File: src/hdl/cps_pkg.sv
// Shared types, constants and helper functions of the clothoid path sampler.
// Used by the front, queue, engine and top-level modules; depends on nothing.
`default_nettype none

package cps_pkg;

  // Fixed point layout
  localparam int unsigned FRAC_BITS = 16;
  localparam logic [63:0] INV_TWO_PI_Q66 = 64'hA2F9836E4E44152A;
  // Radians-to-angle scale; fits in 30 bits at 16 fraction bits
  localparam logic [63:0] KQ_FULL =
    (INV_TWO_PI_Q66 + (64'd1 << (2 * FRAC_BITS + 1))) >> (2 * FRAC_BITS + 2);
  localparam logic [31:0] KQ = KQ_FULL[31:0];

  localparam logic [23:0] QUARTER_TURN = 24'h400000;
  localparam logic [47:0] ARC_MAX = 48'hFFFFFFFFFFFF;

  // Sine polynomial coefficients, Q30
  localparam logic signed [33:0] SIN_C1  = 34'sd1686629713;
  localparam logic signed [33:0] SIN_C3  = 34'sd693598668;
  localparam logic signed [33:0] SIN_C5  = 34'sd85569306;
  localparam logic signed [33:0] SIN_C7  = 34'sd5026995;
  localparam logic signed [33:0] SIN_C9  = 34'sd172272;
  localparam logic signed [33:0] SIN_C11 = 34'sd3864;

  // Register addresses (word index)
  localparam logic REG_SAMPLE_STEP = 1'b0;

  // One queued segment
  typedef struct packed {
    logic [47:0]        base;
    logic signed [31:0] x0;
    logic signed [31:0] y0;
    logic [23:0]        h0;
    logic signed [23:0] k0;
    logic signed [23:0] sig;
    logic [31:0]        len;
    logic               trunc;
  } seg_t;

  // One result sample
  typedef struct packed {
    logic [47:0] arc;
    logic [31:0] x;
    logic [31:0] y;
    logic [23:0] heading;
    logic [23:0] curv;
    logic        last;
    logic        trunc;
  } sample_t;

  typedef enum logic [3:0] {
    ST_IDLE, ST_PICK, ST_SQ, ST_K0S, ST_QLO, ST_QHI, ST_KLO, ST_KHI,
    ST_CURV, ST_FOLD, ST_Z2, ST_POLY, ST_ZP, ST_X, ST_Y, ST_OUT
  } eng_state_e;

  // Horner coefficient for step idx, from the x^9 term down to x^1
  function automatic logic signed [33:0] sin_coef(input logic [2:0] idx);
    logic signed [33:0] c;
    unique case (idx)
      3'd0:    c = SIN_C9;
      3'd1:    c = SIN_C7;
      3'd2:    c = SIN_C5;
      3'd3:    c = SIN_C3;
      default: c = SIN_C1;
    endcase
    return c;
  endfunction

endpackage

`default_nettype wire

File: src/hdl/cps_front.sv
// Input side: unpacks segments, flags truncation and tracks path arclength.
// Depends on cps_pkg; pushes one seg_t per accepted item into the queue.
`default_nettype none

module cps_front #(
  parameter int unsigned MAX_SAMPLES = 64
) (
  input  wire logic                 clk_i,
  input  wire logic                 rst_ni,
  input  wire logic                 s_axis_tvalid_i,
  output logic                      s_axis_tready_o,
  // start_x, start_y, start_heading, start_curvature, curvature_rate, segment_length
  input  wire logic [167:0]         s_axis_tdata_i,
  // first_segment
  input  wire logic                 s_axis_tuser_i,
  input  wire logic [31:0]          sample_step_i,
  input  wire logic                 q_full_i,
  output logic                      q_push_o,
  output cps_pkg::seg_t             q_data_o
);

  localparam int unsigned LimW = $clog2(MAX_SAMPLES);
  localparam int unsigned ProdW = 32 + LimW;
  localparam logic [ProdW-1:0] Limit = ProdW'(MAX_SAMPLES - 1);

  logic [47:0] acc_q, acc_d;
  logic [47:0] base;
  logic [48:0] next_sum;
  logic [31:0] len;
  logic [ProdW-1:0] lim_span;
  logic trunc;
  logic accept;

  assign s_axis_tready_o = !q_full_i;
  assign accept = s_axis_tvalid_i && !q_full_i;
  assign len = s_axis_tdata_i[167:136];

  // Classify: interior samples beyond the limit mean truncation
  always_comb begin
    lim_span = ProdW'(sample_step_i) * Limit;
    if (len == 32'd0) begin
      trunc = 1'b0;
    end else if (sample_step_i == 32'd0) begin
      trunc = 1'b1;
    end else begin
      trunc = ProdW'(len) > lim_span;
    end
  end

  // Advance accumulated arclength, saturating
  always_comb begin
    base = s_axis_tuser_i ? 48'd0 : acc_q;
    next_sum = {1'b0, base} + {17'd0, len};
    acc_d = next_sum[48] ? cps_pkg::ARC_MAX : next_sum[47:0];
  end

  always_ff @(posedge clk_i or negedge rst_ni) begin
    if (!rst_ni) begin
      acc_q <= '0;
    end else if (accept) begin
      acc_q <= acc_d;
    end
  end

  // Pack queue entry
  always_comb begin
    q_push_o = accept;
    q_data_o.base  = base;
    q_data_o.x0    = s_axis_tdata_i[31:0];
    q_data_o.y0    = s_axis_tdata_i[63:32];
    q_data_o.h0    = s_axis_tdata_i[87:64];
    q_data_o.k0    = s_axis_tdata_i[111:88];
    q_data_o.sig   = s_axis_tdata_i[135:112];
    q_data_o.len   = len;
    q_data_o.trunc = trunc;
  end

endmodule

`default_nettype wire

File: config.mk
export PLATFORM = sky130hd
export DESIGN_NAME = cps_front
export DESIGN_NICKNAME = d
export VERILOG_FILES = /design/src/hdl/cps_pkg.sv /design/src/hdl/cps_front.sv
export SDC_FILE = /design/constraint.sdc
export NUM_CORES = 1
export LEC_CHECK = 0
export BUFFER_PORTS_ARGS = -buffer_cell sky130_fd_sc_hd__buf_2
export CAP_MARGIN = 15
export CORE_MARGIN = 2
export CORE_UTILIZATION = 42
export DETAILED_ROUTE_END_ITERATION = 10
export PLACE_DENSITY = 0.74
export SYNTH_ARGS = -nofsm -noshare
export SYNTH_HDL_FRONTEND = slang
export SYNTH_SLANG_ARGS = --single-unit
export TNS_END_PERCENT = 10
File: constraint.sdc
create_clock -name clk_i -period 8.2 [get_ports clk_i]
set_input_delay 1.23 -clock clk_i [delete_from_list [all_inputs] [get_ports clk_i]]
set_output_delay 1.23 -clock clk_i [all_outputs]
set_load 0.1 [all_outputs]
==> results of run 1 <==
cell type report:
cell class	count	share of cell area, %
Tap cell	335	3.64
Inverter	165	5.37
Timing Repair Buffer	191	9.35
Clock inverter	3	0.369
Clock buffer	5	1.09
Sequential cell	48	10.4
Multi-Input combinational cell	931	69.8
timing repair:
action	CTS	global route
resized for setup	15	59
pin swaps	19	51
buffers inserted	5	10
endpoints found under the hold margin	0	0
endpoints found under the setup margin	1	1
report_power, final:
group	internal, uW	switching [uW]
clock	144	99.1
combinational	1540	2250
sequential	302	30.9
cell usage after synthesis (all sizes together), types with 13 or more instances:
| library cell | n |
|---|---|
| nand4 | 24 |
| o21ai | 49 |
| clkbuf | 22 |
| xnor2 | 24 |
| inv | 165 |
| a21o | 25 |
| buf | 179 |
| nor3 | 19 |
| a31oi | 25 |
| a211oi | 21 |
| nor2b | 47 |
| and3 | 13 |
| nand3 | 26 |
| nand2 | 77 |
| fa | 92 |
| dfrtp | 48 |
| a21oi | 91 |
| nor2 | 85 |
| ha | 126 |
| xor2 | 33 |
per-stage QoR:
stage / instance area, um^2 / TNS, ns / total power, uW
after floorplan: 11000 / 0 / 3280
after global placement: 11000 / 0 / 3710
after detailed placement: 11000 / -0.0592 / 3770
after CTS: 11200 / 0 / 4100
after global routing: 11500 / -0.0713 / 4810
final: 11500 / 0 / 4360
routing by layer:
metal | vias to the layer above | GRT usage, % | wire, um
met4 | 0 | 6.96 | 995
met3 | 67 | 2.91 | 1480
li1 | 4437 | - | -
met1 | 4350 | 28.1 | 12700
met5 | - | 0 | 0
met2 | 295 | 33.5 | 13500
kinds of logic after synthesis:
| group | synth area share [%] |
|---|---|
| muxes | 0.467 |
| xor gates and xnor gates | 4.54 |
| and+or+nand+nor | 15.9 |
| adders and majority gates | 31.1 |
| AOI/OAI and AO/OA | 18.7 |
| DFF | 10.9 |
| buffers and inverters | 18.4 |
worst min-delay path: cells and delay by family (launching register included):
family	cells	cell delay, ns
and+or+nand+nor	2	0.10
DFF	1	0.34
worst min path at each step:
| stage | from | end | slack (ns) | cells after the start |
|---|---|---|---|---|
| after floorplan | acc_q[0] | acc_q[0] | 0.43 | 2 |
| after global placement | acc_q[0] | acc_q[0] | 0.44 | 2 |
| after detailed placement | acc_q[0] | acc_q[0] | 0.45 | 2 |
| after CTS | acc_q[0] | acc_q[0] | 0.46 | 2 |
| after global routing | acc_q[0] | acc_q[0] | 0.50 | 2 |
| final | acc_q[0] | acc_q[0] | 0.46 | 2 |
==> results by group, run 1 <==
Run status
  – Outcome: complete, no violations

Drt
  – DR iter-0 viols: 513
  – Routed WL: 28700 um
  – Antenna viol nets, final: 0
  – Routed len/inst: 17.1 um
  – DR DRC count: 0
  – Vias: 9149
  – Post-DR vias/cell: 5.45
  – DRT Pass-1 Iters: 5

Clocking
  – Reg clk slew, reported paths: 0.07 ns
  – Number of hold buffers added after CTS: 0
  – Number of clock sinks: 48
  – Max Root-Sink Buffers: 2
  – CTS tree: done
  – Deepest level of the CTS H-tree: 2
  – Clock Latency Late Sink: 0.30 ns
  – Num CTS Buffers: 5
  – CTS Root Cell: clkbuf_16

Logic synthesis
  – Mean Syn Cell Area: 8.17 um^2
  – Synth Register Bits: 48
  – Top post-synthesis cells by area: fa_1, ha_1, buf_4
  – Post-synth ARST share: 100%
  – Post-Syn Area: 11000 um^2
  – Number of synthesized flops with an enable pin: 0
  – Yosys top cell area share: 16.8%
  – Ys Warns: 0
  – Top FF cell, synth: dfrtp_1
  – Sequential share of the synthesized area: 10.9%
  – Syn Inst Count: 1345
  – Post-Syn Nets: 1768
  – Synth area leader: fa_1
  – Distinct cells, synth: 76

Place
  – Placed cells: 1655
  – Gpl congestion: 0.944
  – Hpwl dp: 23200 um
  – Place WS: -0.0592 ns
  – IO Port Bufs: 151

Setup path
  – R2R depth: 12
  – CP Capture Type: primary output
  – Crit path launch: sample_step_i[15]
  – Crit path largest cell delay: 0.54 ns
  – Reg-to-reg critical path startpoint: acc_q[0]
  – CP max FO: 3
  – Critical path's top delay family: adder cells
  – Crit path depth: 24
  – Most numerous cell on the critical path: fa_1
  – Setup slack, reg-to-reg: 4.40 ns
  – Setup crit end: q_data_o[0]
  – WP data required: 6.97 ns
  – Worst path cell trace: buf_2 -> fa_1 -> buf_4 -> fa_1 -> inv_1 -> fa_1 -> inv_1 -> ha_4 -> nor3_1 -> o31a_1 -> or4_4 -> o31ai_4 -> a311oi_2 -> xor2_1 -> ha_1 -> nand4_1 -> nor3_1 -> and4b_1 -> nor4_2 -> o221ai_1 -> a211oi_1 -> and3_1 -> a41o_1 -> buf_12
  – Crit path DAT: 6.78 ns
  – Worst Path Class, Setup: input port to primary output
  – CP bufs+invs: 5
  – Reg2reg end: acc_q[40]
  – Critical-path top delay cell: or4_4
  – Crit start category: input port

Layout
  – Sequential cell area: 1200 um^2
  – Max reg flops: 48
  – Layout cells sized above 1: 20.4%
  – Final non-filler cell total: 1678
  – Top reg by flops: acc_q
  – Commonest non-fill, non-tap cell in the layout: inv_1
  – # fillers: 2507
  – Commonest cells after routing, fill and taps aside: inv_1, buf_2, ha_1
  – Final #Nets: 1765
  – Final Util: 44.6%
  – Multi-input logic area: 8040 um^2
  – ANT cells: 0
  – Largest regs: acc_q (48)
  – Area Growth Syn to Fin: 4.95%

Timing
  – Fmax: 125 MHz
  – Slack of the critical path: 0.188 ns
  – Setup violations, final: 0
  – Period utilisation layout: 97.7%
  – Final number of hold-violating endpoints: 0
  – Slew Viols, Final: 0
  – Final hold slack: 0.460 ns
  – Worst-Margin Slew: 1.13 ns
  – Slew headroom: 24.7%
  – Final min period: 8.01 ns
  – Worst Skew: 0.00665 ns

Power
  – Worst VDD drop: 212 uV
  – Lkg Pwr: 0.00557 uW
  – Power per Cell Area: 378 nW/um^2

Floorplanning
  – Core Region: 25800 um^2
  – Starting Density: 42.5%
  – Rows: 59
  – Die Span X: 166 um
  – Die area: 27500 um^2
  – I/O pin count: 424
  – Chip height: 166 um

GRT
  – Total grt overflow: 0
  – Largest net degree at the start of global routing: 67
  – First-pass GRT wire length: 47000 um
  – Vias in the first global route: 9285
  – GRT Overall Usage: 20.5%
  – Initial antenna violation count: 0

Hold path
  – Hold Path Class: register to register

Flow run
  – Total of max-cap violations: 0
(Power assumes the default switching activity.)
==> run 2, diff against run 1 <==
Clock period 8.2 ns to 8 ns, I/O delays scaled along.
==> results by group, run 2 (same netlist as run 1, synthesis figures left out) <==
Setup path
  – Crit path DAT: 6.77 ns (about the same)
  – Worst Path Class, Setup: input port to primary output
  – CP max FO: 3 (unchanged)
  – R2R depth: 12 (unchanged)
  – CP Capture Type: primary output
  – Crit start category: input port
  – WP data required: 6.80 ns (-0.17 ns)

Timing
  – Worst-Margin Slew: 1.19 ns (+0.0660 ns)
  – Fmax: 126 MHz
  – Unrepaired setup endpoints after global routing: yes
  – Final min period: 7.97 ns
  – Worst Skew: 0.0130 ns (+0.00634 ns)
  – Setup violations, final: 0 (unchanged)
  – Final number of hold-violating endpoints: 0 (unchanged)
  – Slew headroom: 20.3% (-4.4 points)
  – Slew Viols, Final: 0 (unchanged)
  – Period utilisation layout: 99.6%

Layout
  – Multi-input logic area: 8090 um^2 (+0.54%)
  – Commonest non-fill, non-tap cell in the layout: inv_1
  – Commonest cells after routing, fill and taps aside: inv_1, buf_2, ha_1
  – Area Growth Syn to Fin: 7.78%
  – ANT cells: 0 (unchanged)
  – Max reg flops: 48 (unchanged)
  – Sequential cell area: 1200 um^2 (unchanged)
  – Final #Nets: 1799 (+1.9%)
  – Layout cells sized above 1: 23.0% (+2.6 points)
  – # fillers: 2547 (+1.6%)
  – Largest regs: acc_q (48)
  – Finished Cell Area: 11800 um^2 (+2.7%)
  – Top reg by flops: acc_q

Drt
  – DRT Pass-1 Iters: 7 (+2)
  – Antenna viol nets, final: 0 (unchanged)
  – DR DRC count: 0 (unchanged)
  – DR iter-0 viols: 564 (+9.9%)
  – Post-DR vias/cell: 5.49 (+0.63%)
  – Routed WL: 29600 um (+3.2%)
  – Routed len/inst: 17.3 um (+1.2%)
  – Vias: 9393 (+2.7%)

Place
  – IO Port Bufs: 151 (unchanged)
  – Hpwl dp: 23900 um (+3.0%)
  – Gpl congestion: 0.917 (-2.9%)
  – DP Area: 11300 um^2 (+2.7%)

GRT
  – First-pass GRT wire length: 48400 um (+3.0%)
  – GRT Overall Usage: 21.1% (+0.53 points)
  – Vias in the first global route: 9387 (+1.1%)
  – Initial antenna violation count: 0 (unchanged)
  – Largest net degree at the start of global routing: 67 (unchanged)
  – Total grt overflow: 0 (unchanged)

Power
  – Lkg Pwr: 0.00575 uW (+3.3%)
  – Power per Cell Area: 392 nW/um^2 (+3.7%)
  – Power Total: 4640 uW (+6.5%)
  – Worst VDD drop: 200 uV (-5.8%)

Flow run
  – Total of max-cap violations: 0 (unchanged)

Floorplanning
  – Die area: 27500 um^2 (unchanged)
  – Die Span X: 166 um (unchanged)
  – Core Region: 25800 um^2 (unchanged)
  – Chip height: 166 um (unchanged)
  – Rows: 59 (unchanged)
  – Starting Density: 42.5% (unchanged)
  – I/O pin count: 424 (unchanged)

Clocking
  – Num CTS Buffers: 5 (unchanged)
  – Number of hold buffers added after CTS: 0 (unchanged)
  – Clock Latency Late Sink: 0.30 ns (about the same)
  – Deepest level of the CTS H-tree: 2 (unchanged)
  – Max Root-Sink Buffers: 2 (unchanged)
  – CTS tree: done
  – Number of clock sinks: 48 (unchanged)
  – CTS Root Cell: clkbuf_16
  – Reg clk slew, reported paths: 0.06 ns (about the same)

Hold path
  – Hold Path Class: register to register
  – Hold path cells: 2 (unchanged)

Run status
  – Outcome: complete, no violations
run 2: metal layers:
metal / global-route usage, % / share of wire, % / vias up
met5: 0 / 0 / -
met1: 28.3 / 43 / 4550
li1: - / - / 4512
met3: 2.86 / 5.5 / 44
met2: 36.1 / 49 / 287
met4: 4.91 / 1.9 / 0
run 2: worst max-delay path: stages:
cell,delay (ns)
buf_2,0.13
fa_1,0.57
inv_1,0.07
fa_1,0.51
fa_1,0.56
inv_1,0.07
ha_4,0.27
nand2_1,0.06
o31a_1,0.34
or4_4,0.56
o31ai_4,0.28
a311oi_2,0.15
xor2_1,0.19
ha_1,0.32
nand4_1,0.08
nor3_1,0.07
and4b_1,0.21
nor4_2,0.15
o221ai_1,0.17
a211oi_2,0.21
and3_1,0.18
a41o_1,0.24
buf_12,0.19
run 2: area by class of cell:
cell class                      count  share of cell area (%)
Inverter                          165                    5.27
Clock buffer                        6                    1.17
Multi-Input combinational cell    931                    68.3
Tap cell                          335                    3.54
Clock inverter                      2                  0.0845
Timing Repair Buffer              225                    11.5
Sequential cell                    48                    10.1
run 2: path summary, 6_finish.rpt:
kind	startpoint	end	slack [ns]
max	sample_step_i[13]	q_data_o[0]	0.03
min	acc_q[0]	acc_q[0]	0.49
max reg2reg	acc_q[0]	acc_q[40]	4.19
min reg2reg	acc_q[0]	acc_q[0]	0.49
max in group asynchronous	rst_ni	acc_q[36]	6.54
min in group asynchronous	rst_ni	acc_q[40]	1.01
run 2: report_power, final:
part           leakage [uW]  switching [uW]  internal (uW)
clock network     0.0000766            96.6            124
logic               0.00510            2380           1700
registers          0.000567            34.3            310
total               0.00575            2510           2140
run 2: per-stage QoR:
stage	worst slack [ns]	util [%]	hold slack, ns	cells	TNS, ns
6_report	0.0328	45.8	0.487	1712	0
2_1_floorplan	0.203	-	0.431	1345	0
3_3_place_gp	-0.0311	43.6	0.446	1695	-0.0311
4_1_cts	0.00119	44.5	0.488	1705	0
5_1_grt	-0.156	45.8	0.514	1712	-0.156
3_5_place_dp	-0.140	43.6	0.472	1695	-0.140
run 2: what timing repair did:
item | in CTS | in global routing
cloned | 0 | 0
pin swaps | 24 | 54
buffers inserted | 2 | 7
hold endpoints to repair | 0 | 0
endpoints found under the setup margin | 1 | 1
resized for setup | 18 | 71
