$ cat config.mk
export PLATFORM = sky130hd
export DESIGN_NAME = cps_queue
export DESIGN_NICKNAME = d
export VERILOG_FILES = /design/src/hdl/cps_pkg.sv /design/src/hdl/cps_queue.sv
export SDC_FILE = /design/constraint.sdc
export NUM_CORES = 1
export LEC_CHECK = 0
export ABC_AREA = 1
export ABC_CLOCK_PERIOD_IN_PS = 12200
export BUFFER_PORTS_ARGS = -buffer_cell sky130_fd_sc_hd__buf_2
export CAP_MARGIN = 25
export CORE_ASPECT_RATIO = 1.2
export CORE_MARGIN = 2
export CORE_UTILIZATION = 30
export DETAILED_ROUTE_END_ITERATION = 6
export HOLD_SLACK_MARGIN = 0.1
export PLACE_DENSITY = 0.63
export SLEW_MARGIN = 20
export SYNTH_ARGS = -nofsm -noshare
export SYNTH_HDL_FRONTEND = slang
export SYNTH_SLANG_ARGS = --single-unit
$ cat constraint.sdc
create_clock -name clk_i -period 12.2 [get_ports clk_i]
set_input_delay 1.22 -clock clk_i [delete_from_list [all_inputs] [get_ports clk_i]]
set_output_delay 1.22 -clock clk_i [all_outputs]
set_load 0.02 [all_outputs]
$ cat src/hdl/cps_pkg.sv
// Shared types, constants and helper functions of the clothoid path sampler.
// Used by the front, queue, engine and top-level modules; depends on nothing.
`default_nettype none

package cps_pkg;

  // Fixed point layout
  localparam int unsigned FRAC_BITS = 16;
  localparam logic [63:0] INV_TWO_PI_Q66 = 64'hA2F9836E4E44152A;
  // Radians-to-angle scale; fits in 30 bits at 16 fraction bits
  localparam logic [63:0] KQ_FULL =
    (INV_TWO_PI_Q66 + (64'd1 << (2 * FRAC_BITS + 1))) >> (2 * FRAC_BITS + 2);
  localparam logic [31:0] KQ = KQ_FULL[31:0];

  localparam logic [23:0] QUARTER_TURN = 24'h400000;
  localparam logic [47:0] ARC_MAX = 48'hFFFFFFFFFFFF;

  // Sine polynomial coefficients, Q30
  localparam logic signed [33:0] SIN_C1  = 34'sd1686629713;
  localparam logic signed [33:0] SIN_C3  = 34'sd693598668;
  localparam logic signed [33:0] SIN_C5  = 34'sd85569306;
  localparam logic signed [33:0] SIN_C7  = 34'sd5026995;
  localparam logic signed [33:0] SIN_C9  = 34'sd172272;
  localparam logic signed [33:0] SIN_C11 = 34'sd3864;

  // Register addresses (word index)
  localparam logic REG_SAMPLE_STEP = 1'b0;

  // One queued segment
  typedef struct packed {
    logic [47:0]        base;
    logic signed [31:0] x0;
    logic signed [31:0] y0;
    logic [23:0]        h0;
    logic signed [23:0] k0;
    logic signed [23:0] sig;
    logic [31:0]        len;
    logic               trunc;
  } seg_t;

  // One result sample
  typedef struct packed {
    logic [47:0] arc;
    logic [31:0] x;
    logic [31:0] y;
    logic [23:0] heading;
    logic [23:0] curv;
    logic        last;
    logic        trunc;
  } sample_t;

  typedef enum logic [3:0] {
    ST_IDLE, ST_PICK, ST_SQ, ST_K0S, ST_QLO, ST_QHI, ST_KLO, ST_KHI,
    ST_CURV, ST_FOLD, ST_Z2, ST_POLY, ST_ZP, ST_X, ST_Y, ST_OUT
  } eng_state_e;

  // Horner coefficient for step idx, from the x^9 term down to x^1
  function automatic logic signed [33:0] sin_coef(input logic [2:0] idx);
    logic signed [33:0] c;
    unique case (idx)
      3'd0:    c = SIN_C9;
      3'd1:    c = SIN_C7;
      3'd2:    c = SIN_C5;
      3'd3:    c = SIN_C3;
      default: c = SIN_C1;
    endcase
    return c;
  endfunction

endpackage

`default_nettype wire

$ cat src/hdl/cps_queue.sv
// Two-entry queue of segments between the front and the sample engine.
// Depends on cps_pkg for the seg_t entry type.
`default_nettype none

module cps_queue (
  input  wire logic          clk_i,
  input  wire logic          rst_ni,
  input  wire logic          push_i,
  input  cps_pkg::seg_t      data_i,
  output logic               full_o,
  output logic               valid_o,
  input  wire logic          pop_i,
  output cps_pkg::seg_t      data_o
);

  cps_pkg::seg_t mem_q [2];
  logic wptr_q, rptr_q;
  logic [1:0] cnt_q;

  assign full_o  = cnt_q == 2'd2;
  assign valid_o = cnt_q != 2'd0;
  assign data_o  = mem_q[rptr_q];

  // Store entries
  always_ff @(posedge clk_i) begin
    if (push_i) begin
      mem_q[wptr_q] <= data_i;
    end
  end

  // Advance pointers and fill count
  always_ff @(posedge clk_i or negedge rst_ni) begin
    if (!rst_ni) begin
      wptr_q <= 1'b0;
      rptr_q <= 1'b0;
      cnt_q  <= 2'd0;
    end else begin
      if (push_i) begin
        wptr_q <= !wptr_q;
      end
      if (pop_i) begin
        rptr_q <= !rptr_q;
      end
      if (push_i && !pop_i) begin
        cnt_q <= cnt_q + 2'd1;
      end else if (pop_i && !push_i) begin
        cnt_q <= cnt_q - 2'd1;
      end
    end
  end

endmodule

`default_nettype wire

==> results.md, run 1 <==
* Initial core utilization at 30.38%
* Mux contribution to synthesized area at 17.30%
* Initial antenna violation count at 9
* CP max-delay cell: dfrtp_4
* Final wirelength at 34740 um
* Commonest non-fill, non-tap cell in the layout: buf_2
* Most frequent cells in the layout: buf_2, edfxtp_1, mux2_2
* Synth Cell Area at 16300 sq um
* Crit-path cells: buf_4 -> buf_4 -> mux2_2 -> buf_2
* Synth cell types at 16
* Seq/Total Area, Yosys at 80.59%
* Reg area at 13140 sq um
* Resized cells post-CTS at 0
* Worst hold path class: input pin to async pin
* Max VDD drop at 153.2 uV
* H-tree levels at 2
* Pleak at 7.951 nW
* Syn avg cell area at 23.28 sq um
* Number of max-cap violations at 0
* Area of the die at 56210 sq um
* Cts bufs inserted at 45
* # rows at 93
* Outcome: complete, no violations
* Core area at 53640 sq um
* PwrDens at 244.1 nW/um^2
* Crit path DAT at 3.77 ns
* CTS hold repair buffers at 0
* RSZ-0062 raised after global routing: no
* Clock buffer depth at 3
* DPL Wire Length at 23670 um
* Number of top-level pins at 440
* Remaining antenna violation count after routing at 0
* Max Freq at 200.4 MHz
* Minimum clock period at 4.990 ns
* Crit path max-delay family: buffers and inverters
* Worst R2R End: mem_q[1][177]
* CTS tree: yes
* Buf/Inv on CP at 3
* Area grow syn2layout at 26.80%
* Yosys synthesis warning count at 0
* Die Span X at 216.8 um
* Final Setup Violations at 0
* Synth Area in Simple Gates at 0.2534%
* Largest net degree at the start of global routing at 114
* FF+latch count, synth at 438
* R2R depth at 3
* Fin. Hold Viols at 0
* Post-CTS setup buffers at 0
* Synth Area in XOR/XNOR at 0.1612%
* Synth Instances at 700
* Post-route DRC at 0
* # fillers at 4939
* Total GRT Usage at 11.75%
* Worst EP required at 10.98 ns
* DIE HEIGHT at 259.3 um
* Adder-cell share of the synthesized area at 0.07678%
* Area occupied by multi-input gates at 2907 sq um
* Clk_lat worst skew at 0.55 ns
* Final #Nets at 1393
* Slowest cell delay on critical path at 0.99 ns
* Sink Count at 438
* Max-Slew Margin vs Limit at 33.78%
* DR vias/cell at 4.245
* IO Port Bufs at 439
* Compound-Gate Fraction of Synth Area at 0%
* R2R setup slack at 9.68 ns
* Crit-path max FO at 63
* CP endpoint kind: primary output
* First-pass GRT wire length at 50630 um
* Root cell of the clock tree: clkbuf_16
* Max Slew Vio Count at 0
* Layout cells sized above 1 at 60.92%
* Largest family of logic cells by synthesized area: multiplexers
* Total gr overflow at 0
* Syn Nets at 922
* Most used cell, CP: buf_4
* Core Util, Final at 38.52%
* R2r startpoint: wptr_q
* Iter 0 DRT Violations at 329
* Startpoint types: flip-flop
* Routability cong. at 0.7606
* Critical path type: flip-flop to primary output
* Clock-pin slew on the worst setup and hold paths at 0.06 ns
* Tightest Pin Transition at 0.9933 ns
* Tot Pwr at 5.045 mW
* Final period util at 40.90%
* DRT Pass-1 Iters at 4
* Setup TNS at 0 ns
* Vias in the first global route at 8699
* Wire length per cell at 18.13 um
* Vias at 8134
* Final Skew at 0.009975 ns
how the worst max path moves through the flow:
| stage | startpoint | to | slack [ns] | cells after the start |
|---|---|---|---|---|
| 2_1_floorplan | push_i | mem_q[0][0] | 1.07 | 2 |
| 5_1_grt | rptr_q | data_o[17] | 6.95 | 4 |
| 3_3_place_gp | rptr_q | data_o[17] | 7.70 | 4 |
| 4_1_cts | rptr_q | data_o[17] | 7.02 | 4 |
| 3_5_place_dp | rptr_q | data_o[17] | 7.64 | 4 |
| 6_report | rptr_q | data_o[17] | 7.21 | 4 |
report_power, final:
part	switching (mW)	internal (mW)	total (mW)
clock network	0.541	0.782	1.32
registers	0.110	2.00	2.11
logic	0.948	0.664	1.61
worst register-to-register path, stage by stage, from the launching register on:
cell	delay, ns
dfrtp_1	0.42
nand2_1	0.16
inv_8	0.62
buf_4	0.79
cell families after synthesis:
family                   count (synthesis)
XOR/XNOR                                 3
adder cells (fa/ha/maj)                  1
buffers and inverters                   31
flip-flops                             438
multiplexers                           217
AND/OR/NAND/NOR                         10
metal layers:
metal	routed length, um	share of wire (%)	track usage [%]	vias to the layer above
li1	-	-	-	3740
met1	12730	37	12.30	4005
met2	17920	52	20.99	303
met3	2708	7.8	4.194	80
met4	1336	3.8	5.537	6
met5	46	0.13	0	-
Yosys cell counts (all sizes together):
cell type    n  area [sq um]
xnor2        1         8.760
mux2       217          2819
edfxtp     434         13030
nand4        1         6.260
inv          7         26.28
xor2         2         17.52
ha           1         12.51
nand3        1         5.000
nor2         2         7.510
dfrtp        4         100.1
buf         24         237.7
nand2        6         22.52
area by class of cell:
class,count,share of cell area (%)
clock buffers,59,6.055
multi-input cells,231,14.07
well taps,712,4.311
inverters,7,0.1635
diodes,4,0.04844
repair buffers,448,10.96
clock inverters,17,0.8235
flip-flops and latches,438,63.57
state kept, by name, indices dropped and copies added (netlist names):
name	count
wptr_q	1
mem_q	434
cnt_q	2
rptr_q	1
through the flow:
step                      setup WS (ns)  std cells  instance area, sq um  hold slack (ns)
after detailed placement          7.639       1836                 19230           0.4837
after floorplan                   1.069        700                 16300           0.4417
after CTS                         7.019       1912                 20650           0.4183
after global routing              6.952       1915                 20660           0.4267
after global placement            7.698       1836                 19230           0.4536
final                             7.210       1916                 20660           0.4627
Power figures use the tool's default switching activity.
==> inputs of run 2 (changes only) <==
--- a/config.mk
+++ b/config.mk
@@ -5,8 +5,8 @@
 export SDC_FILE = /design/constraint.sdc
 export NUM_CORES = 1
 export LEC_CHECK = 0
-export ABC_AREA = 1
-export ABC_CLOCK_PERIOD_IN_PS = 12200
+export ABC_AREA = 0
+export ABC_CLOCK_PERIOD_IN_PS = 4500
 export BUFFER_PORTS_ARGS = -buffer_cell sky130_fd_sc_hd__buf_2
 export CAP_MARGIN = 25
 export CORE_ASPECT_RATIO = 1.2
@@ -14,7 +14,7 @@
 export CORE_UTILIZATION = 30
 export DETAILED_ROUTE_END_ITERATION = 6
 export HOLD_SLACK_MARGIN = 0.1
-export PLACE_DENSITY = 0.63
+export PLACE_DENSITY = 0.64
 export SLEW_MARGIN = 20
 export SYNTH_ARGS = -nofsm -noshare
 export SYNTH_HDL_FRONTEND = slang
==> constraint.sdc (replaced) <==
create_clock -name clk_i -period 4.5 [get_ports clk_i]
set_input_delay 0.45 -clock clk_i [delete_from_list [all_inputs] [get_ports clk_i]]
set_output_delay 0.45 -clock clk_i [all_outputs]
set_load 0.02 [all_outputs]
==> results.md, run 2 <==
* Synth Flop Type: edfxtp_1
* Yosys synthesis warning count at 0
* Most frequent cell after synthesis: edfxtp_1
* Sink Count at 438
* Clk_lat worst skew at 0.55 ns
* CP max-delay cell: dfrtp_4
* Most flop-heavy register: mem_q
* Final Skew at 0.006997 ns
* Critical path type: flip-flop to primary output
* Number of max-cap violations at 0
* Post-CTS setup buffers at 0
* # rows at 93
* Seq/Total Area, Yosys at 80.68%
* Synth cell types at 16
* IO Port Bufs at 439
* Post-route insts no fill at 2131
* H-tree levels at 2
* FF+latch count, synth at 438
* Area leader, netlist: edfxtp_1
* Setup TNS at 0 ns
* Largest regs: mem_q: 434 flops, cnt_q: 2 flops
* Total GRT Usage at 12.31%
* Syn avg cell area at 23.56 sq um
* DPL Wire Length at 22760 um
* R2R depth at 2
* Most frequent cells in the layout: buf_2, edfxtp_1, dlygate4sd3_1
* Fin. Hold Viols at 0
* Minimum clock period at 2.939 ns
* Crit path max-delay family: buffers and inverters
* Max Freq at 340.2 MHz
* RSZ-0062 raised after global routing: no
* Synth Instances at 691
* Top cells by area, synth: edfxtp_1, mux2_4, mux2_2
* Number of top-level pins at 440
* Total gr overflow at 0
* Pleak at 8.873 nW
* Max Slew Vio Count at 0
* DRT Pass-1 Iters at 6
* Iter 0 DRT Violations at 423
* R2R setup slack at 2.39 ns
* Worst Hold End: wptr_q
* Wire length per cell at 16.86 um
* Outcome: complete, no violations
* Initial core utilization at 30.35%
* Hold Startpoint: push_i
* Vias at 8991
* First-pass GRT wire length at 53840 um
* Post-synth top area share at 80.06%
* Cells on Worst Hold Path at 2
* Syn Nets at 913
* Final #Nets at 1609
* CP endpoint kind: primary output
* Commonest non-fill, non-tap cell in the layout: buf_2
* Startpoint types: flip-flop
* Buf/Inv on CP at 3
* Post-synth EDFFs at 434
* Final Setup Violations at 0
* Crit-path max FO at 38
* R2r startpoint: wptr_q
* Clock buffer depth at 3
* Tightest Pin Transition at 0.8795 ns
* Crit path DAT at 2.49 ns
* Crit-path cells: buf_16 -> buf_12 -> mux2_2 -> buf_2
* Area grow syn2layout at 40.90%
* Layout cells sized above 1 at 51.97%
* Cts bufs inserted at 44
* Clock-pin slew on the worst setup and hold paths at 0.06 ns
* Synth Cell Area at 16280 sq um
* CTS tree: yes
* Area of the die at 56150 sq um
* Routability cong. at 0.7461
* Final wirelength at 35930 um
* Remaining antenna violation count after routing at 0
* # fillers at 4709
* Worst hold path class: input pin to flip-flop
* Initial antenna violation count at 4
* Root cell of the clock tree: clkbuf_16
* Max VDD drop at 793.6 uV
* Final period util at 65.31%
* Die Span X at 216.6 um
* Vias in the first global route at 9643
* DR vias/cell at 4.219
* Max reg flops at 434
* PwrDens at 605.8 nW/um^2
* Tot Pwr at 13.89 mW
* Placed cell count at 1834
* DIE HEIGHT at 259.2 um
* Worst EP required at 4.05 ns
* Max-Slew Margin vs Limit at 41.24%
* Largest net degree at the start of global routing at 99
* Worst R2R End: mem_q[0][19]
* Post-route DRC at 0
* Slowest cell delay on critical path at 0.75 ns
* Most instantiated cells after synthesis: edfxtp_1, mux2_2, mux2_4, buf_2, buf_8
* Async set or reset register ratio after synthesis at 0.9132%
* Core area at 53640 sq um
-- run 2: cell types whose count changed after synthesis, sizes merged --
cell | previous run | this run
inv | 7 | 1
nand4 | 1 | 0
or2 | 0 | 1
nand2 | 6 | 0
nand3 | 1 | 0
nor2b | 0 | 2
nor2 | 2 | 1
xor2 | 2 | 4
and2 | 0 | 1
-- run 2: timing repair --
action / CTS / global route
gates resized for setup: 0 / 0
endpoints found under the hold margin: 439 / 0
endpoints found under the setup margin: 0 / 0
hold buffers: 219 / 0
-- run 2: logic make-up (layout without fill, tap and decap cells) --
| family | Yosys count | count (layout) | synth area share, % |
|---|---|---|---|
| adder cells (fa/ha/maj) | 1 | 1 | 0.07685 |
| multiplexers | 217 | 217 | 17.32 |
| other | 0 | 1 | 0 |
| XOR/XNOR | 5 | 5 | 0.2690 |
| flip-flops | 438 | 438 | 80.68 |
| AND/OR/NAND/NOR | 5 | 5 | 0.1768 |
| buffers and inverters | 25 | 752 | 1.483 |
-- run 2: power breakdown --
group	leakage, nW	switching, mW	total (mW)	internal, mW
clock	0.670	1.46	3.53	2.07
combinational	4.08	2.70	4.71	2.01
sequential	4.12	0.241	5.65	5.41
-- run 2: layout make-up --
cell class	instances	area [sq um]	area share, %
inverters	1	3.754	0.01637
clock inverters	21	216.5	0.9438
well taps	712	890.9	3.884
clock buffers	56	1167	5.090
multi-input cells	228	2914	12.71
flip-flops and latches	438	13140	57.27
diodes	1	2.502	0.01091
repair buffers	674	4604	20.08
-- run 2: worst max-delay path by stage --
stage | cells after the start | end | start | slack (ns)
floorplan | 1 | mem_q[0][0] | push_i | 0.37
global route | 4 | data_o[48] | rptr_q | 1.42
finish | 4 | data_o[45] | rptr_q | 1.56
global placement | 3 | data_o[187] | rptr_q | 1.92
CTS | 4 | data_o[45] | rptr_q | 1.43
detailed placement | 4 | data_o[45] | rptr_q | 2.06
-- run 2: per-layer routing --
layer / wire length (um) / global-route usage [%] / up-vias
met1: 13780 / 13.75 / 4451
met5: 25 / 0 / -
met3: 2683 / 4.030 / 61
met4: 1039 / 4.224 / 4
met2: 18400 / 22.00 / 319
li1: - / - / 4156
-- run 2: worst register-to-register path: stages (launching register included) --
cell and delay [ns]:
dfrtp_1 0.44, nor2b_4 0.70, buf_4 0.60
-- run 2: metrics by stage --
stage	hold WS (ns)	cell area, sq um	utilization, %	setup slack, ns
CTS	0.1171	22930	42.75	1.430
finish	0.1560	22940	42.76	1.561
global route	0.1218	22940	42.76	1.416
global placement	0.2628	19330	36.03	1.921
floorplan	0.1544	16290	-	0.3672
detailed placement	0.2698	19360	36.09	2.062
==> inputs of run 3 (changes only) <==
--- a/config.mk
+++ b/config.mk
@@ -6,7 +6,7 @@
 export NUM_CORES = 1
 export LEC_CHECK = 0
 export ABC_AREA = 0
-export ABC_CLOCK_PERIOD_IN_PS = 4500
+export ABC_CLOCK_PERIOD_IN_PS = 2600
 export BUFFER_PORTS_ARGS = -buffer_cell sky130_fd_sc_hd__buf_2
 export CAP_MARGIN = 25
 export CORE_ASPECT_RATIO = 1.2
==> constraint.sdc (replaced) <==
create_clock -name clk_i -period 2.6 [get_ports clk_i]
set_input_delay 0.26 -clock clk_i [delete_from_list [all_inputs] [get_ports clk_i]]
set_output_delay 0.26 -clock clk_i [all_outputs]
set_load 0.02 [all_outputs]
==> results.md, run 3 (synthesized netlist as in run 2, its figures left out) <==
* Placed cell count at 1838
* CTS tree: yes
* Area of the die at 56150 sq um
* Vias in the first global route at 9808
* Crit path DAT at 2.21 ns
* PwrDens at 1045 nW/um^2
* Clock-pin slew on the worst setup and hold paths at 0.06 ns
* Total GRT Usage at 12.60%
* Wire length per cell at 17.29 um
* Fin. Hold Viols at 0
* Final #Nets at 1615
* DPL Wire Length at 23380 um
* Area grow syn2layout at 41.08%
* Crit-path max FO at 53
* Post-route insts no fill at 2135
* Pleak at 8.884 nW
* Design area at 22970 sq um
* DR vias/cell at 4.215
* Largest regs: mem_q: 434 flops, cnt_q: 2 flops
* Max VDD drop at 814.2 uV
* Die Span X at 216.6 um
* Max reg flops at 434
* Final period util at 94.83%
* Cts bufs inserted at 44
* Remaining antenna violation count after routing at 0
* Setup TNS at 0 ns
* Final Setup Violations at 0
* Most flop-heavy register: mem_q
* Layout cells sized above 1 at 51.72%
* Slowest cell delay on critical path at 0.67 ns
* Max Freq at 405.6 MHz
* Post-route DRC at 0
* Final Skew at 0.01374 ns
* Number of top-level pins at 440
* Root cell of the clock tree: clkbuf_16
* Startpoint types: flip-flop
* Placed Area at 19420 sq um
* Number of max-cap violations at 0
* Crit-path cells: buf_12 -> mux2_2 -> buf_2
* RSZ-0062 raised after global routing: no
* Commonest non-fill, non-tap cell in the layout: buf_2
* Total gr overflow at 0
* Worst EP required at 2.34 ns
* H-tree levels at 2
* Initial core utilization at 30.35%
* CP endpoint kind: primary output
* Worst hold path class: input pin to flip-flop
* Buf/Inv on CP at 2
* DIE HEIGHT at 259.2 um
* Cells on Worst Hold Path at 2
* Clock buffer depth at 3
* First-pass GRT wire length at 54750 um
* Routability cong. at 0.7654
* # fillers at 4686
* Clk_lat worst skew at 0.55 ns
* IO Port Bufs at 439
* Iter 0 DRT Violations at 516
* Reg area at 13140 sq um
* Crit. path cell count at 3
* Crit path max-delay family: flip-flops
* Sink Count at 438
* Most frequent cells in the layout: buf_2, edfxtp_1, dlygate4sd3_1
* Outcome: complete, no violations
* R2R depth at 2
* Initial antenna violation count at 3
* Core Util, Final at 42.81%
* Area occupied by multi-input gates at 2914 sq um
* Resized cells post-CTS at 0
* Largest net degree at the start of global routing at 100
* Vias at 8999
* Tightest Pin Transition at 0.6759 ns
* Core area at 53640 sq um
* Final wirelength at 36910 um
* Critical path type: flip-flop to primary output
* Minimum clock period at 2.466 ns
* DRT Pass-1 Iters at 4
* # rows at 93
* Max Slew Vio Count at 0
* CP max-delay cell: dfrtp_4
* Max-Slew Margin vs Limit at 54.94%
run 3: worst paths after layout:
| path | startpoint | end | slack, ns |
|---|---|---|---|
| worst min register to register | cnt_q[1] | cnt_q[1] | 0.49 |
| worst min-delay path | data_i[28] | mem_q[1][28] | 0.43 |
| max in group asynchronous | rst_ni | rptr_q | 1.76 |
| worst max-delay path | rptr_q | data_o[215] | 0.13 |
| worst max register to register | wptr_q | mem_q[0][14] | 0.99 |
| min in group asynchronous | rst_ni | cnt_q[1] | 0.64 |
run 3: worst register-to-register path, stage by stage, from the launching register on:
cell	delay, ns
dfrtp_1	0.44
nor2b_4	0.23
buf_12	0.43
run 3: what timing repair did:
| item | in CTS | in global routing |
|---|---|---|
| buffers inserted | 0 | 0 |
| hold buffers | 221 | 0 |
| hold endpoints to repair | 441 | 0 |
run 3: layer usage:
layer	track usage [%]	vias to the layer above	wire length [um]
li1	-	4166	-
met5	0	-	13
met4	5.042	2	1254
met3	4.124	76	2770
met1	13.99	4417	14130
met2	22.28	338	18750
run 3: final cells by class:
type / instances / share of cell area [%]
antenna: 2 / 0.02179
multi-input combinational: 228 / 12.69
sequential: 438 / 57.20
clock buffer: 55 / 5.067
timing repair buffer: 680 / 20.40
clock inverter: 19 / 0.7300
tap: 712 / 3.879
inverter: 1 / 0.01634
run 3: stage by stage:
stage / hold WS, ns / worst slack, ns / power (mW)
after floorplan: -0.03559 / -1.467 / 15.58
after global placement: 0.07048 / 0.6921 / 17.94
after detailed placement: 0.07283 / 0.6940 / 18.02
after CTS: 0.3845 / 0.07719 / 24.31
after global routing: 0.4009 / 0.05050 / 25.07
final: 0.4277 / 0.1345 / 24.00
run 3: where the power goes:
part	total (mW)	leakage (nW)	switching (mW)	internal, mW
registers	9.77	4.12	0.398	9.37
clock network	5.93	0.643	2.48	3.45
logic	8.30	4.12	4.73	3.57
total	24.0	8.88	7.61	16.4
